$ cat src/rtl/rv64_pkg.sv
// ----------------------------------------------------------------------------
// rv64_pkg: shared types and constants of the RV64I integer execute core
// Opcodes, item codes, status codes and the structs passed between modules.
// ----------------------------------------------------------------------------
package rv64_pkg;

  localparam int REG_COUNT = 32;
  localparam int RF_AW     = $clog2(REG_COUNT);

  localparam logic [6:0] OPC_OP_IMM    = 7'b0010011;
  localparam logic [6:0] OPC_OP_IMM_32 = 7'b0011011;
  localparam logic [6:0] OPC_LUI       = 7'b0110111;
  localparam logic [6:0] OPC_AUIPC     = 7'b0010111;
  localparam logic [6:0] OPC_OP        = 7'b0110011;
  localparam logic [6:0] OPC_JAL       = 7'b1101111;
  localparam logic [6:0] OPC_JALR      = 7'b1100111;
  localparam logic [6:0] OPC_BRANCH    = 7'b1100011;
  localparam logic [6:0] OPC_LOAD      = 7'b0000011;
  localparam logic [6:0] OPC_STORE     = 7'b0100011;
  localparam logic [6:0] OPC_MISC_MEM  = 7'b0001111;
  localparam logic [6:0] OPC_SYSTEM    = 7'b1110011;

  localparam logic [1:0] ACT_EXEC   = 2'd0;
  localparam logic [1:0] ACT_LOAD   = 2'd1;
  localparam logic [1:0] ACT_PRESET = 2'd2;

  localparam logic [1:0] REQ_NONE  = 2'd0;
  localparam logic [1:0] REQ_READ  = 2'd1;
  localparam logic [1:0] REQ_WRITE = 2'd2;

  localparam logic [1:0] ST_OK   = 2'd0;
  localparam logic [1:0] ST_HALT = 2'd1;
  localparam logic [1:0] ST_ILL  = 2'd2;
  localparam logic [1:0] ST_SEQ  = 2'd3;

  typedef struct packed {
    logic        we;
    logic [4:0]  idx;
    logic [63:0] val;
  } rf_wr_t;

  typedef struct packed {
    logic        pc_we;
    logic [63:0] pc;
    logic        ld_set;
    logic        ld_clr;
    logic [4:0]  ld_dest;
    logic        ld_uns;
    logic [1:0]  ld_size;
  } st_upd_t;

  typedef struct packed {
    logic [63:0] fetch_pc;
    logic [1:0]  req;
    logic [63:0] addr;
    logic [1:0]  size;
    logic [63:0] sdata;
    logic [1:0]  status;
  } result_t;

endpackage

$ cat src/rtl/rv64_rf.sv
// ----------------------------------------------------------------------------
// rv64_rf: integer register file
// Two registered read ports with write bypass, one write port, valid bits
// so that every register reads as zero after reset.
// ----------------------------------------------------------------------------
module rv64_rf (
  input  logic            clk,
  input  logic            rst,
  input  logic            rd_en,
  input  logic [4:0]      rs1_idx,
  input  logic [4:0]      rs2_idx,
  input  rv64_pkg::rf_wr_t wr,
  output logic [63:0]     rs1_data,
  output logic [63:0]     rs2_data
);
  import rv64_pkg::*;

  logic [63:0]          mem [REG_COUNT];
  logic [REG_COUNT-1:0] valid;
  logic                 wr_ok;
  logic                 rs1_ok;
  logic                 rs2_ok;

  // Register zero and registers beyond the implemented count read as zero.
  assign wr_ok  = wr.we && (wr.idx != 5'd0) && ({1'b0, wr.idx} < 6'(REG_COUNT));
  assign rs1_ok = (rs1_idx != 5'd0) && ({1'b0, rs1_idx} < 6'(REG_COUNT));
  assign rs2_ok = (rs2_idx != 5'd0) && ({1'b0, rs2_idx} < 6'(REG_COUNT));

  always_ff @(posedge clk) begin
    if (wr_ok) begin
      mem[wr.idx[RF_AW-1:0]] <= wr.val;
    end
  end

  always_ff @(posedge clk) begin
    if (rst) begin
      valid <= '0;
    end else if (wr_ok) begin
      valid[wr.idx[RF_AW-1:0]] <= 1'b1;
    end
  end

  // The item leaving the execute stage writes at the same edge, so forward it.
  always_ff @(posedge clk) begin
    if (rd_en) begin
      if (!rs1_ok) begin
        rs1_data <= '0;
      end else if (wr_ok && wr.idx == rs1_idx) begin
        rs1_data <= wr.val;
      end else if (valid[rs1_idx[RF_AW-1:0]]) begin
        rs1_data <= mem[rs1_idx[RF_AW-1:0]];
      end else begin
        rs1_data <= '0;
      end
      if (!rs2_ok) begin
        rs2_data <= '0;
      end else if (wr_ok && wr.idx == rs2_idx) begin
        rs2_data <= wr.val;
      end else if (valid[rs2_idx[RF_AW-1:0]]) begin
        rs2_data <= mem[rs2_idx[RF_AW-1:0]];
      end else begin
        rs2_data <= '0;
      end
    end
  end

endmodule

$ cat config.mk
export PLATFORM = sky130hd
export DESIGN_NAME = rv64_rf
export DESIGN_NICKNAME = d
export VERILOG_FILES = /design/src/rtl/rv64_pkg.sv /design/src/rtl/rv64_rf.sv
export SDC_FILE = /design/constraint.sdc
export NUM_CORES = 2
export LEC_CHECK = 0
export BUFFER_PORTS_ARGS = -buffer_cell sky130_fd_sc_hd__buf_4
export CAP_MARGIN = 30
export CELL_PAD_IN_SITES_DETAIL_PLACEMENT = 0
export CELL_PAD_IN_SITES_GLOBAL_PLACEMENT = 1
export CORE_ASPECT_RATIO = 1.2
export CORE_MARGIN = 10
export CORE_UTILIZATION = 45
export DETAILED_ROUTE_END_ITERATION = 16
export PLACE_DENSITY = 0.71
export SLEW_MARGIN = 30
export SYNTH_ARGS = -nofsm -noshare
export SYNTH_HDL_FRONTEND = slang
export SYNTH_SLANG_ARGS = --single-unit
export TNS_END_PERCENT = 50
$ cat constraint.sdc
create_clock -name clk -period 14.6 [get_ports clk]
set_input_delay 1.46 -clock clk [delete_from_list [all_inputs] [get_ports clk]]
set_output_delay 1.46 -clock clk [all_outputs]
set_load 0.005 [all_outputs]
Word-level counts from Yosys, hierarchy flattened
Memories as Yosys holds them, arrays and structs flattened.
Cells that the tools add are included.
{ "op_classes": {"order_cmp": 4, "eq_ne": 2, "reduce_logical": 7, "bitwise": 1, "muxes": 12} }
{ "ops": {"columns": ["op", "n"], "rows": [
  ["$mux W64", 4],
  ["$or A32 B32 Y32", 1],
  ["$lt A5 B6 Y1 const B", 3],
  ["$reduce_bool A5 Y1", 3],
  ["$bmux W1 S5", 2],
  ["$eq A5 B5 Y1", 2],
  ["$demux W1 S5", 1],
  ["$ge A5 B1 Y1 const B", 1],
  ["$mux W1", 5],
  ["$logic_and A1 B1 Y1", 4]
]} }
{ "word_totals": {"n_memories": 1, "input_bits": 83, "ram_bits": 2048, "reg_bits": 160, "output_inout_bits": 128} }
{ "mem_list": {"columns": ["memory", "depth", "word_bits", "rd", "rd_clocked_by_memory_dff", "wr", "line", "rtl"], "rows": [
  ["mem", 32, 64, 2, 0, 1, "rv64_rf.sv:18", "logic [63:0] mem [REG_COUNT];"]
]} }

Depth between registers and ports, before layout
{ "depth": {"ltp_word": 5, "ltp_mapped": 10} }

Worst setup path before layout
OpenSTA, ideal clock, no wires.
{ "synth_timing": {"path_kind": "input port to flip-flop", "from": "input port wr[66] (netlist name)", "to": "memory mem[12][0], enable pin", "arrival_time_ns": 5.091, "path_buffers": 2, "cell_stages": 6, "slack_ns": 9.021, "required_time_ns": 14.112, "cell_sequence": "buf_2 -> or3_1 -> o31ai_2 -> or3_1 -> clkbuf_1 -> nor2_1"} }
{ "synth_via": {"elab_chain_len": 4} }
{ "synth_rtl": {"columns": ["item", "line", "rtl"], "rows": [
  ["from (decl)", "rv64_rf.sv:12", "input rv64_pkg::rf_wr_t wr,"],
  ["$reduce_bool A5 Y1", "rv64_rf.sv:25", "assign wr_ok = wr.we && (wr.idx != 5'd0) && ({1'b0, wr.idx} < 6'(REG_COUNT));"],
  ["$logic_and A1 B1 Y1", "rv64_rf.sv:25", null],
  ["$mux W1", "rv64_rf.sv:30", "if (wr_ok) begin"],
  ["$mux W1 (not written as such)", "rv64_rf.sv:31", "mem[wr.idx[RF_AW-1:0]] <= wr.val;"],
  ["to (decl)", "rv64_rf.sv:18", null]
]} }
Several ways; a longest one is shown, not always the timed one.

Worst setup path after layout
{ "layout_timing": {"from": "input port rs1_idx[0]", "to": "register rs1_data[26], data pin"} }
{ "layout_via": {"elab_chain_len": 4} }
{ "layout_rtl": {"columns": ["item", "line", "rtl"], "rows": [
  ["from (decl)", "rv64_rf.sv:10", "input logic [4:0] rs1_idx,"],
  ["$bmux W1 S5", "rv64_rf.sv:50", "end else if (valid[rs1_idx[RF_AW-1:0]]) begin"],
  ["$mux W1 (not written as such)", "rv64_rf.sv:50", null],
  ["$mux W64", "rv64_rf.sv:50", null],
  ["$mux W64", "rv64_rf.sv:48", "end else if (wr_ok && wr.idx == rs1_idx) begin"],
  ["to (signal assigned)", "rv64_rf.sv:49", "rs1_data <= wr.val;"],
  ["to (signal assigned)", "rv64_rf.sv:51", "rs1_data <= mem[rs1_idx[RF_AW-1:0]];"],
  ["to (decl)", "rv64_rf.sv:13", "output logic [63:0] rs1_data,"]
]} }
Several ways; a longest one is shown, not always the timed one. The select of a mux whose other input is x is not followed.
A chain may end at the register's enable or synchronous reset.

==> metrics.md <==
| Metric | Value |
|---|---|
| Worst Hold End | valid[0] |
| CP peak stage delay | between 700 and 800 ps |
| First-pass GRT wire length | 430.6 mm |
| Filler cells | 17.27k |
| Setup_tns | 0 ps |
| Sequential fraction of the synthesis area | 0.6569 |
| Clk_skew | about 87 ps |
| PostCTS Resize Cnt | 0 |
| Commonest cells after routing, fill and taps aside | 2176 x edfxtp_1, 1182 x mux4_2, 315 x buf_4 |
| Commonest non-fill, non-tap cell in the layout | edfxtp_1 |
| Core area | ~220000 um2 |
| Final Max Slew Viols | 0 |
| Initial antenna violation count | 18 |
| Hold Slack | a little under 500 ps |
| Dpl hpwl | approximately 160 mm |
| R2R Path Start | valid[3] |
| Max cap viols | 0 |
| Critical Path Fanout Max | 45 |
| Syn Inst Count | 4658 |
| Post-synth EDFFs | around 2.2k |
| Mean routed wirelength per cell | between 30 and 40 um |
| Clock Tree Root | clkbuf_16 |
| Pwr Total | roughly 14 mW |
| Critical Path Source Type | input pin |
| # clock sinks | ~2.2k |
| Post-synth ARST share | 0 |
| Top Layer Used | met5 |
| Post-Syn Area | approximately 100000 um2 |
| WL met1 | roughly 120 mm |
| Setup-failing EPs final | 0 |
| H-tree Lvls | 4 |
| Nets | approximately 5k |
| Worst r2r path cells | 6 |
| IR drop worst, VDD | 0.09803 mV |
| Via Count | 54.63k |
| Avg Vias per Cell | ~6.8 |
| Setup Buffers After CTS | 0 |
| Share of layout cells above drive strength 1 | 0.3872 |
| Largest net degree at the start of global routing | roughly 100 |
| Critical path class | in -> reg |
| RSZ-0062 raised after global routing | no |
| Die ar. | roughly 240000 um2 |
| Slew @ Worst Pin | ~1100 ps |
| Post-route DRC | 0 |
| Syn_area_per_cell | 21.56 um2 |
| Leakage | 35.54 nW |
| WL met3 | 28.29 mm |
| Post-synthesis sequential element count | about 2.2k |
| Outcome | finished clean |
| DR iter-0 viols | around 7.1k |
| Critical path data arrival time | about 5700 ps |
| Ports | 211 |
| Cell Pwr Density | around 120 nW/um2 |
| WHS Path Cells | 1 |
| Area grow syn2layout | 12.78% |
| Min-delay worst type | reg -> reg |
| Slowest cell on crit path | buf_4 |
| Post-CTS Hold Fix Bufs | 0 |
| Rel. slew slack | 0.2968 |
| Synth Flop Type | edfxtp_1 |
| Gr usage total | 0.2485 |
| Drt pass-1 iters | 5 |
| Cells along the critical path | buf_8 -> buf_16 -> buf_6 -> buf_4 -> buf_4 -> mux4_2 -> mux4_2 -> mux2i_1 -> o21ai_1 |
| Die width | about 450 um |
| GPL Wtd Cong | a little under 0.8 |
| Clock transition at the registers of the reported paths | about 60 ps |
| Chip Height | 537.5 um |
| CTS tree | done |
| Clock insertion delay at the later pin of the skew report | just over 900 ps |
| Site row count | 189 |
| Setup crit end kind | flop |
| Worst R2R End | rs2_data[0] |
| Syn. warnings | 0 |
| Count of cell types in the netlist | 43 |
| Number of port buffers | 210 |
| Final Cycle Share | 0.3523 |
| Grt total ovfl | 0 |
| CTS Buf Count | between 200 and 250 |
| Final Hold Fails | 0 |
| Clk buf depth | 4 |
| CP Data Required Time | ~15000 ps |
| Initial Util | 0.4533 |
| Antenna-violating nets left | 0 |
| R2R Setup Slk | between 10000 and 15000 ps |
| Final min period | between 5000 and 6000 ps |
| Routed Wire Length | just over 300 mm |
| Routed wl met2 | around 150 mm |
| Hold wc startpoint | valid[0] |
| Number of global-route vias before repair | between 50k and 60k |
| Max Fclk | between 150 and 200 MHz |
-- power by group --
group          switching (mW)  total, mW  internal, mW
Sequential             0.0495       7.13          7.08
Combinational           0.628       1.13         0.505
Clock                    2.49       5.68          3.18
Total                    3.17       13.9          10.8
-- registers in the layout (all words and copies together), names as in the netlist --
| name | cells |
|---|---|
| mem | 2048 |
| rs1_data | 64 |
| valid | 32 |
| rs2_data | 64 |
-- cells by family after synthesis --
family	after synthesis	synth area share
compound gates	335	0.02104
xor+xnor	10	0.0008719
buf+inv	379	0.01724
flops	2208	0.6569
mux	1438	0.2915
other cells	1	0.00003733
simple gates	287	0.01243
-- layout make-up --
type                       instances  area (um2)  share of cell area
antenna                            5       12.51           0.0001104
clock buffer                     266        5806             0.05125
clock inverter                   133        1251             0.01104
inverter                          12       52.55           0.0004639
multi-input combinational       2134       33250              0.2935
sequential                      2208       65980              0.5825
tap                             2960        3704             0.03269
timing repair buffer             363        3227             0.02848
-- cell usage after synthesis (2+ instances only) --
cell type | number | area share
buf_6 | 6 | 0.00067
mux4_2 | 1182 | 0.27
nand2_1 | 135 | 0.0050
a21oi_1 | 56 | 0.0028
nor2_1 | 90 | 0.0034
or3_1 | 3 | 0.00019
o22ai_1 | 95 | 0.0059
o21ai_0 | 11 | 0.00055
mux2_2 | 73 | 0.0082
xnor2_1 | 10 | 0.00087
or2_2 | 3 | 0.00019
nand2b_1 | 5 | 0.00031
o21ai_1 | 56 | 0.0028
buf_2 | 151 | 0.0075
mux2i_1 | 183 | 0.018
o31ai_1 | 73 | 0.0055
nand3b_1 | 5 | 0.00037
nor3_1 | 2 | 0.00010
inv_1 | 11 | 0.00041
dfxtp_1 | 32 | 0.0064
edfxtp_1 | 2176 | 0.65
or3b_2 | 2 | 0.00017
nor2b_1 | 14 | 0.00087
o21ba_2 | 7 | 0.00070
nand3_1 | 4 | 0.00020
nor4_1 | 19 | 0.0012
buf_1 | 33 | 0.0012
a22oi_1 | 4 | 0.00030
clkbuf_1 | 157 | 0.0059
buf_4 | 20 | 0.0015
a211oi_1 | 19 | 0.0014
o211ai_1 | 9 | 0.00067
and2_1 | 2 | 0.00012
-- worst max path at each step --
stage / start / end / slack [ps] / cells past startpoint
floorplan: wr[66] / mem[12][0] / 9020 / 6
global placement: rs1_idx[0] / rs1_data[26] / 8130 / 8
detailed placement: rs1_idx[0] / rs1_data[26] / 8130 / 8
CTS: rs1_idx[0] / rs1_data[26] / 9000 / 8
global route: rs1_idx[0] / rs1_data[26] / 9050 / 9
finish: rs1_idx[0] / rs1_data[26] / 9460 / 9
-- routing by layer --
metal	up-vias	track usage
met3	568	0.04153
li1	20990	-
met1	30050	0.3447
met5	-	0
met4	16	0.08137
met2	3003	0.4038
-- through the flow --
step | std cells | util | setup WS (ps) | area, um2
detailed placement | 7669 | 0.4784 | 8128 | 106000
CTS | 8068 | 0.5103 | 9004 | 113100
finish | 8081 | 0.5113 | 9456 | 113300
global placement | 7658 | 0.4770 | 8132 | 105700
global route | 8079 | 0.5112 | 9053 | 113300
floorplan | 4721 | - | 9021 | 100700
-- critical path: cells and delay by family --
kind | cells | cell delay (ps)
AOI/OAI and AO/OA | 1 | 80
muxes | 3 | 1260
buffers and inverters | 5 | 2790
Power figures use the tool's default switching activity.
