`src/rtl/rv64_pkg.sv`:
```
// ----------------------------------------------------------------------------
// rv64_pkg: shared types and constants of the RV64I integer execute core
// Opcodes, item codes, status codes and the structs passed between modules.
// ----------------------------------------------------------------------------
package rv64_pkg;

  localparam int REG_COUNT = 32;
  localparam int RF_AW     = $clog2(REG_COUNT);

  localparam logic [6:0] OPC_OP_IMM    = 7'b0010011;
  localparam logic [6:0] OPC_OP_IMM_32 = 7'b0011011;
  localparam logic [6:0] OPC_LUI       = 7'b0110111;
  localparam logic [6:0] OPC_AUIPC     = 7'b0010111;
  localparam logic [6:0] OPC_OP        = 7'b0110011;
  localparam logic [6:0] OPC_JAL       = 7'b1101111;
  localparam logic [6:0] OPC_JALR      = 7'b1100111;
  localparam logic [6:0] OPC_BRANCH    = 7'b1100011;
  localparam logic [6:0] OPC_LOAD      = 7'b0000011;
  localparam logic [6:0] OPC_STORE     = 7'b0100011;
  localparam logic [6:0] OPC_MISC_MEM  = 7'b0001111;
  localparam logic [6:0] OPC_SYSTEM    = 7'b1110011;

  localparam logic [1:0] ACT_EXEC   = 2'd0;
  localparam logic [1:0] ACT_LOAD   = 2'd1;
  localparam logic [1:0] ACT_PRESET = 2'd2;

  localparam logic [1:0] REQ_NONE  = 2'd0;
  localparam logic [1:0] REQ_READ  = 2'd1;
  localparam logic [1:0] REQ_WRITE = 2'd2;

  localparam logic [1:0] ST_OK   = 2'd0;
  localparam logic [1:0] ST_HALT = 2'd1;
  localparam logic [1:0] ST_ILL  = 2'd2;
  localparam logic [1:0] ST_SEQ  = 2'd3;

  typedef struct packed {
    logic        we;
    logic [4:0]  idx;
    logic [63:0] val;
  } rf_wr_t;

  typedef struct packed {
    logic        pc_we;
    logic [63:0] pc;
    logic        ld_set;
    logic        ld_clr;
    logic [4:0]  ld_dest;
    logic        ld_uns;
    logic [1:0]  ld_size;
  } st_upd_t;

  typedef struct packed {
    logic [63:0] fetch_pc;
    logic [1:0]  req;
    logic [63:0] addr;
    logic [1:0]  size;
    logic [63:0] sdata;
    logic [1:0]  status;
  } result_t;

endpackage

```
`src/rtl/rv64_exu.sv`:
```
// ----------------------------------------------------------------------------
// rv64_exu: execute logic
// Decodes one word and computes the result, register write and state update.
// ----------------------------------------------------------------------------
module rv64_exu (
  input  logic [1:0]        action,
  input  logic [31:0]       insn,
  input  logic [63:0]       load_data,
  input  logic [4:0]        preset_index,
  input  logic [63:0]       preset_value,
  input  logic [63:0]       a,
  input  logic [63:0]       b,
  input  logic [63:0]       pc,
  input  logic              ld_pending,
  input  logic [4:0]        ld_dest,
  input  logic              ld_uns,
  input  logic [1:0]        ld_size,
  output rv64_pkg::rf_wr_t  wr,
  output rv64_pkg::st_upd_t upd,
  output rv64_pkg::result_t res
);
  import rv64_pkg::*;

  logic [6:0]  opc;
  logic [2:0]  f3;
  logic [6:0]  f7;
  logic [5:0]  f6;
  logic [5:0]  sh6;
  logic [4:0]  sh5;
  logic [63:0] imm_i, imm_s, imm_b, imm_j, imm_u;
  logic [63:0] ldv;
  logic        lt_s, lt_u;
  logic [63:0] sum_ai;
  logic [31:0] w32;
  logic        bad, wen, halt, take;
  logic [63:0] val, nxt;
  logic [1:0]  req, size;
  logic [63:0] addr, sdata;
  logic        is_ld;

  assign opc = insn[6:0];
  assign f3  = insn[14:12];
  assign f7  = insn[31:25];
  assign f6  = insn[31:26];
  assign sh6 = insn[25:20];
  assign sh5 = insn[24:20];
  assign imm_i = {{52{insn[31]}}, insn[31:20]};
  assign imm_s = {{52{insn[31]}}, insn[31:25], insn[11:7]};
  assign imm_b = {{51{insn[31]}}, insn[31], insn[7], insn[30:25], insn[11:8], 1'b0};
  assign imm_j = {{43{insn[31]}}, insn[31], insn[19:12], insn[20], insn[30:21], 1'b0};
  assign imm_u = {{32{insn[31]}}, insn[31:12], 12'd0};
  assign sum_ai = a + imm_i;

  always_comb begin
    case (ld_size)
      2'd0:    ldv = ld_uns ? {56'd0, load_data[7:0]}  : {{56{load_data[7]}}, load_data[7:0]};
      2'd1:    ldv = ld_uns ? {48'd0, load_data[15:0]} : {{48{load_data[15]}}, load_data[15:0]};
      2'd2:    ldv = ld_uns ? {32'd0, load_data[31:0]} : {{32{load_data[31]}}, load_data[31:0]};
      default: ldv = load_data;
    endcase
  end

  always_comb begin
    bad = 1'b0; wen = 1'b0; halt = 1'b0; take = 1'b0; is_ld = 1'b0;
    val = '0; nxt = pc + 64'd4;
    req = REQ_NONE; size = 2'd0; addr = '0; sdata = '0;
    w32 = '0; lt_s = 1'b0; lt_u = 1'b0;
    case (opc)
      OPC_OP_IMM: begin
        wen  = 1'b1;
        lt_s = $signed(a) < $signed(imm_i);
        lt_u = a < imm_i;
        case (f3)
          3'd0: val = sum_ai;
          3'd2: val = {63'd0, lt_s};
          3'd3: val = {63'd0, lt_u};
          3'd4: val = a ^ imm_i;
          3'd6: val = a | imm_i;
          3'd7: val = a & imm_i;
          3'd1: begin
            if (f6 != 6'd0) bad = 1'b1;
            else val = a << sh6;
          end
          default: begin
            if (f6 == 6'd0) val = a >> sh6;
            else if (f6 == 6'h10) val = $unsigned($signed(a) >>> sh6);
            else bad = 1'b1;
          end
        endcase
      end
      OPC_OP_IMM_32: begin
        wen = 1'b1;
        if (f3 == 3'd0) w32 = sum_ai[31:0];
        else if (f3 == 3'd1 && f7 == 7'd0) w32 = a[31:0] << sh5;
        else if (f3 == 3'd5 && f7 == 7'd0) w32 = a[31:0] >> sh5;
        else if (f3 == 3'd5 && f7 == 7'h20) w32 = $unsigned($signed(a[31:0]) >>> sh5);
        else bad = 1'b1;
        val = {{32{w32[31]}}, w32};
      end
      OPC_LUI: begin
        wen = 1'b1;
        val = imm_u;
      end
      OPC_AUIPC: begin
        wen = 1'b1;
        val = pc + imm_u;
      end
      OPC_OP: begin
        wen  = 1'b1;
        lt_s = $signed(a) < $signed(b);
        lt_u = a < b;
        if (f7 == 7'h20 && f3 == 3'd0) val = a - b;
        else if (f7 == 7'h20 && f3 == 3'd5) val = $unsigned($signed(a) >>> b[5:0]);
        else if (f7 != 7'd0) bad = 1'b1;
        else begin
          case (f3)
            3'd0:    val = a + b;
            3'd1:    val = a << b[5:0];
            3'd2:    val = {63'd0, lt_s};
            3'd3:    val = {63'd0, lt_u};
            3'd4:    val = a ^ b;
            3'd5:    val = a >> b[5:0];
            3'd6:    val = a | b;
            default: val = a & b;
          endcase
        end
      end
      OPC_JAL: begin
        wen = 1'b1;
        val = pc + 64'd4;
        nxt = pc + imm_j;
      end
      OPC_JALR: begin
        if (f3 != 3'd0) bad = 1'b1;
        else begin
          wen = 1'b1;
          val = pc + 64'd4;
          nxt = {sum_ai[63:1], 1'b0};
        end
      end
      OPC_BRANCH: begin
        lt_s = $signed(a) < $signed(b);
        lt_u = a < b;
        case (f3)
          3'd0: take = a == b;
          3'd1: take = a != b;
          3'd4: take = lt_s;
          3'd5: take = !lt_s;
          3'd6: take = lt_u;
          3'd7: take = !lt_u;
          default: bad = 1'b1;
        endcase
        if (take) nxt = pc + imm_b;
      end
      OPC_LOAD: begin
        if (f3 == 3'd7) bad = 1'b1;
        else begin
          is_ld = 1'b1;
          req   = REQ_READ;
          addr  = sum_ai;
          size  = f3[1:0];
        end
      end
      OPC_STORE: begin
        if (f3[2]) bad = 1'b1;
        else begin
          req   = REQ_WRITE;
          addr  = a + imm_s;
          size  = f3[1:0];
          sdata = b;
        end
      end
      OPC_MISC_MEM: begin
      end
      OPC_SYSTEM: halt = 1'b1;
      default: bad = 1'b1;
    endcase
  end

  always_comb begin
    wr  = '0;
    upd = '0;
    upd.pc = pc;
    res = '0;
    case (action)
      ACT_LOAD: begin
        if (!ld_pending) begin
          res.status = ST_SEQ;
        end else begin
          wr.we      = 1'b1;
          wr.idx     = ld_dest;
          wr.val     = ldv;
          upd.ld_clr = 1'b1;
        end
      end
      ACT_PRESET: begin
        wr.we  = 1'b1;
        wr.idx = preset_index;
        wr.val = preset_value;
      end
      ACT_EXEC: begin
        if (ld_pending) begin
          res.status = ST_SEQ;
        end else if (bad) begin
          res.status = ST_ILL;
        end else begin
          res.req   = req;
          res.addr  = addr;
          res.size  = size;
          res.sdata = sdata;
          if (halt) begin
            res.status = ST_HALT;
          end else begin
            wr.we       = wen;
            wr.idx      = insn[11:7];
            wr.val      = val;
            upd.pc_we   = 1'b1;
            upd.pc      = nxt;
            upd.ld_set  = is_ld;
            upd.ld_dest = insn[11:7];
            upd.ld_uns  = f3[2];
            upd.ld_size = size;
          end
        end
      end
      default: res.status = ST_SEQ;
    endcase
    res.fetch_pc = upd.pc;
  end

endmodule

```
`config.mk`:
```
export PLATFORM = sky130hd
export DESIGN_NAME = rv64_exu
export DESIGN_NICKNAME = d
export VERILOG_FILES = /design/src/rtl/rv64_pkg.sv /design/src/rtl/rv64_exu.sv
export SDC_FILE = /design/constraint.sdc
export NUM_CORES = 2
export LEC_CHECK = 0
export ABC_AREA = 1
export ABC_CLOCK_PERIOD_IN_PS = 8900
export BUFFER_PORTS_ARGS = -buffer_cell sky130_fd_sc_hd__buf_4
export CELL_PAD_IN_SITES_DETAIL_PLACEMENT = 0
export CELL_PAD_IN_SITES_GLOBAL_PLACEMENT = 1
export CORE_ASPECT_RATIO = 2
export CORE_MARGIN = 2
export CORE_UTILIZATION = 35
export DETAILED_ROUTE_END_ITERATION = 12
export PLACE_DENSITY_LB_ADDON = 0.1
export SLEW_MARGIN = 40
export SYNTH_ARGS = -nofsm -noshare
export SYNTH_HDL_FRONTEND = slang
export SYNTH_SLANG_ARGS = --single-unit
```
`constraint.sdc`:
```
create_clock -name vclk -period 8.9
set_input_delay 1.78 -clock vclk [all_inputs]
set_output_delay 1.78 -clock vclk [all_outputs]
set_load 0.02 [all_outputs]
```
==> results of run 1 <==
## layer usage
| metal | track usage, % | overflow |
|---|---|---|
| met3 | 56.6 | 42 |
| met5 | 18.5 | 10 |
| met2 | 116 | 8666 |
| met4 | 90.9 | 1870 |
| met1 | 78.9 | 35 |
## metrics by stage
step                cells  cell area [µm²]  setup slack (ps)  TNS (ps)
global placement    15400            71300              -403      -403
floorplan           12600            61400              1060         0
CTS                 15400            71500               199         0
detailed placement  15400            71500               214         0
## cells by family after synthesis
logic type / count (synthesis) / synth area share [%]
AO/OA/AOI/OAI: 2985 / 27.1
buffers and inverters: 2063 / 13.6
multiplexers: 42 / 0.685
AND/OR/NAND/NOR: 6871 / 46.4
adder cells (fa/ha/maj): 485 / 9.97
XOR/XNOR: 157 / 2.25
==> metrics.md, run 1 <==
| Metric | Value |
|---|---|
| Die Ht | `596 µm` |
| Largest net degree at the start of global routing | `153` |
| Failed at | `global routing` |
| First-pass GRT wire length | `1110000 µm` |
| Leading post-synthesis cells by instance count | `nand2_1, nor2_1, o21ai_0, inv_1, nand3_1` |
| Synth Cell Area | `61400 µm²` |
| Post_cts resized | `0` |
| Dpl hpwl | `530000 µm` |
| Stop Error | `[ERROR GRT-0116] Global routing finished with congestion. Check the congestion regions in the DRC Viewer.` |
| Most frequent cell after synthesis | `nand2_1` |
| Yosys cell types | `74` |
| IO buf count | `711` |
| GRT Resource Usage Total | `84.7%` |
| Yosys Warn Count | `0` |
| Status | `aborted with a tool error` |
| Post-synthesis sequential area ratio | `0%` |
| Synth top area cells | `nand2_1, o21ai_0, ha_1, nand3_1, a21oi_1` |
| Synthesized net count | `13500` |
| Cell taking the most area after synthesis | `nand2_1` |
| Io pins | `711` |
| Die Span X | `300 µm` |
| Routability cong. | `1.36` |
| Initial Utilization | `35.2%` |
| Vias in the first global route | `116000` |
| Cell row count | `217` |
| Syn Area/Cell | `4.87 µm²` |
| Mapped Cells | `12600` |
| Total gr overflow | `10600` |
| CTS Hold Buffers Added | `0` |
| Synth top area share | `23.8%` |
| # Post-CTS Setup Buffers | `0` |
==> inputs of run 2 (changes only) <==
--- a/config.mk
+++ b/config.mk
@@ -8,13 +8,10 @@
 export ABC_AREA = 1
 export ABC_CLOCK_PERIOD_IN_PS = 8900
 export BUFFER_PORTS_ARGS = -buffer_cell sky130_fd_sc_hd__buf_4
-export CELL_PAD_IN_SITES_DETAIL_PLACEMENT = 0
-export CELL_PAD_IN_SITES_GLOBAL_PLACEMENT = 1
-export CORE_ASPECT_RATIO = 2
 export CORE_MARGIN = 2
-export CORE_UTILIZATION = 35
+export CORE_UTILIZATION = 20
 export DETAILED_ROUTE_END_ITERATION = 12
-export PLACE_DENSITY_LB_ADDON = 0.1
+export PLACE_DENSITY_LB_ADDON = 0.15
 export SLEW_MARGIN = 40
 export SYNTH_ARGS = -nofsm -noshare
 export SYNTH_HDL_FRONTEND = slang
==> metrics.md, run 2 <==
| Metric | Value |
|---|---|
| Drt total wl | `656000 µm` |
| Largest net degree at the start of global routing | `155` |
| Vias per inst | `5.75` |
| Final Cycle Share | `97.0%` |
| Status | `complete, no violations (was aborted with a tool error)` |
| # Post-CTS Setup Buffers | `0 (unchanged)` |
| Via Count | `99500` |
| Pins Over Slew Limit | `0` |
| GR Layer Usage met2 | `54.0%` |
| Largest family of logic cells by synthesized area | `simple AND/OR/NAND/NOR gates (unchanged)` |
| Cell row count | `203 (was 217)` |
| Post_cts resized | `0 (unchanged)` |
| Slew @ Worst Pin | `1090 ps` |
| Worst hold path class | `primary input to output port` |
| Slew margin rel. | `27.5%` |
| DR pass1 iterations | `9` |
| Vias in the first global route | `88300` |
| Yosys Warn Count | `0 (unchanged)` |
| Critical Path Start | `a[47]` |
| Synth Cell Area | `61400 µm² (unchanged)` |
| Crit-path most repeated cell | `nand2_1` |
| Startpoint Class | `primary input` |
| Worst-path fanout max | `9` |
| Most frequent cell after synthesis | `nand2_1 (unchanged)` |
| Cell taking the most area after synthesis | `nand2_1 (unchanged)` |
| Synth top area cells | `nand2_1, o21ai_0, ha_1, nand3_1, a21oi_1 (unchanged)` |
| Fmax | `116 MHz` |
| Setup_tns | `0 ps` |
| Routability cong. | `1.12 (was 1.36)` |
| CP endpoint kind | `output port` |
| Number of sequential cells | `0` |
| Post-synthesis adder-cell area fraction | `9.97% (unchanged)` |
| Worst-path cell chain | `buf_4 -> inv_1 -> ha_1 -> buf_4 -> nand2_1 -> nor2_1 -> inv_1 -> nor2_1 -> nand2_1 -> nor3_1 -> nand2_1 -> nand2_1 -> nand2_1 -> nand3_1 -> nand3_1 -> a21oi_1 -> nand3_1 -> nand2_1 -> nand2_1 -> buf_4` |
| Synthesized net count | `13500 (unchanged)` |
| CP Buf/Inv Count | `5` |
| Core box area | `306000 µm²` |
| CP max-delay cell | `ha_1` |
| Yosys cell types | `74 (unchanged)` |
| Grt peak-use layer | `met1` |
| First-pass GRT wire length | `841000 µm` |
| DP Area | `73900 µm² (was 71500 µm²)` |
| Cell family with most CP delay | `simple AND/OR/NAND/NOR gates` |
| Commonest non-fill, non-tap cell in the layout | `nand2_1` |
| CLK BUF | `0` |
| DRC | `0` |
| Synth Area in Simple Gates | `46.4% (unchanged)` |
| Met3 Use GR | `12.9%` |
| Max incr delay on CP | `540 ps` |
| Max Cap Viol | `0` |
| Area Overhead vs Synth | `20.6%` |
| Final Hold Fails | `0` |
| Post-synthesis compound-gate area fraction | `27.1% (unchanged)` |
| GR Util met1 | `55.1%` |
| CP required | `7120 ps` |
| Post-layout util | `24.2%` |
| Total gr overflow | `0` |
| Post-synthesis sequential area ratio | `0% (unchanged)` |
| Synth top area share | `23.8% (unchanged)` |
| RSZ-0062 raised after global routing | `no` |
| Crit path capture | `wr[63]` |
| Post-route cell area | `74000 µm²` |
| GRT Resource Usage Total | `40.0%` |
| FF/Latch Area | `0 µm²` |
| Die Ht | `558 µm (was 596 µm)` |
| Initial antenna violation count | `104` |
| Most frequent cells in the layout | `nand2_1, nor2_1, buf_4, o21ai_0, inv_1` |
| Net count, final | `14000` |
| Multiplexer share of the synthesized area | `0.685% (unchanged)` |
| Min Tclk post-route | `8630 ps` |
| Dpl hpwl | `557000 µm (was 530000 µm)` |
| Initial Utilization | `20.1% (was 35.2%)` |
| Die ar. | `311000 µm²` |
| Post-DRT Antenna Nets | `0` |
| CTS Hold Buffers Added | `0 (unchanged)` |
| Mapped Cells | `12600 (unchanged)` |
| Share of cells above drive strength 1 | `12.5%` |
| IO buf count | `711 (unchanged)` |
| Syn Area/Cell | `4.87 µm² (unchanged)` |
| Die Span X | `558 µm (was 300 µm)` |
| Final worst setup slack | `271 ps` |
| Crit path kind | `primary input to output port` |
| Initial drt markers | `16500` |
| Wirelength per Cell | `37.9 µm` |
| Post-synthesis xor/xnor area fraction | `2.25% (unchanged)` |
| Leading post-synthesis cells by instance count | `nand2_1, nor2_1, o21ai_0, inv_1, nand3_1 (unchanged)` |
| Instance count on the critical path | `20` |
| Setup WS pre-CTS | `534 ps (was 214 ps)` |
| WP data arrival | `6850 ps` |
| Io pins | `711 (unchanged)` |
| Final setup viols | `0` |
[run 2: cell counts after synthesis]
Identical to the previous run, type by type.
[run 2: worst min-delay path by stage]
stage | slack (ps) | end | start | cells after the start
after global routing | 3880 | wr[40] | preset_value[40] | 4
after detailed placement | 3870 | wr[40] | preset_value[40] | 4
final | 3870 | wr[40] | preset_value[40] | 4
after global placement | 3870 | wr[39] | preset_value[39] | 4
after CTS | 3870 | wr[40] | preset_value[40] | 4
after floorplan | 3700 | upd[6] | insn[10] | 2
[run 2: area by class of cell]
cell class	instances	area, µm²
antenna	42	105
timing repair buffer	1330	10700
fill	37000	232000
multi-input combinational	10500	53200
inverter	1289	4880
tap	4100	5130
[run 2: tightest hold or removal path: stages]
cell,delay [ps]
buf_4,80
a21oi_1,50
nand2_1,60
buf_4,130
[run 2: per-stage QoR]
| stage | hold WS [ps] | instances |
|---|---|---|
| 2_1_floorplan | 3700 | 12600 |
| 3_5_place_dp | 3870 | 17300 |
| 6_report | 3870 | 17300 |
| 5_1_grt | 3880 | 17300 |
| 3_3_place_gp | 3870 | 17300 |
| 4_1_cts | 3870 | 17300 |
[run 2: cell families after synthesis]
logic type / after synthesis
adders and majority gates: 485
AOI/OAI and AO/OA: 2985
muxes: 42
xor gates and xnor gates: 157
and+or+nand+nor: 6871
buffers and inverters: 2063
[run 2: routing by layer]
layer  vias up  wire length, µm
met5         -              462
met4        60            42600
met3      1179            84100
met2      7228           248000
met1     48400           281000
li1      42600                -
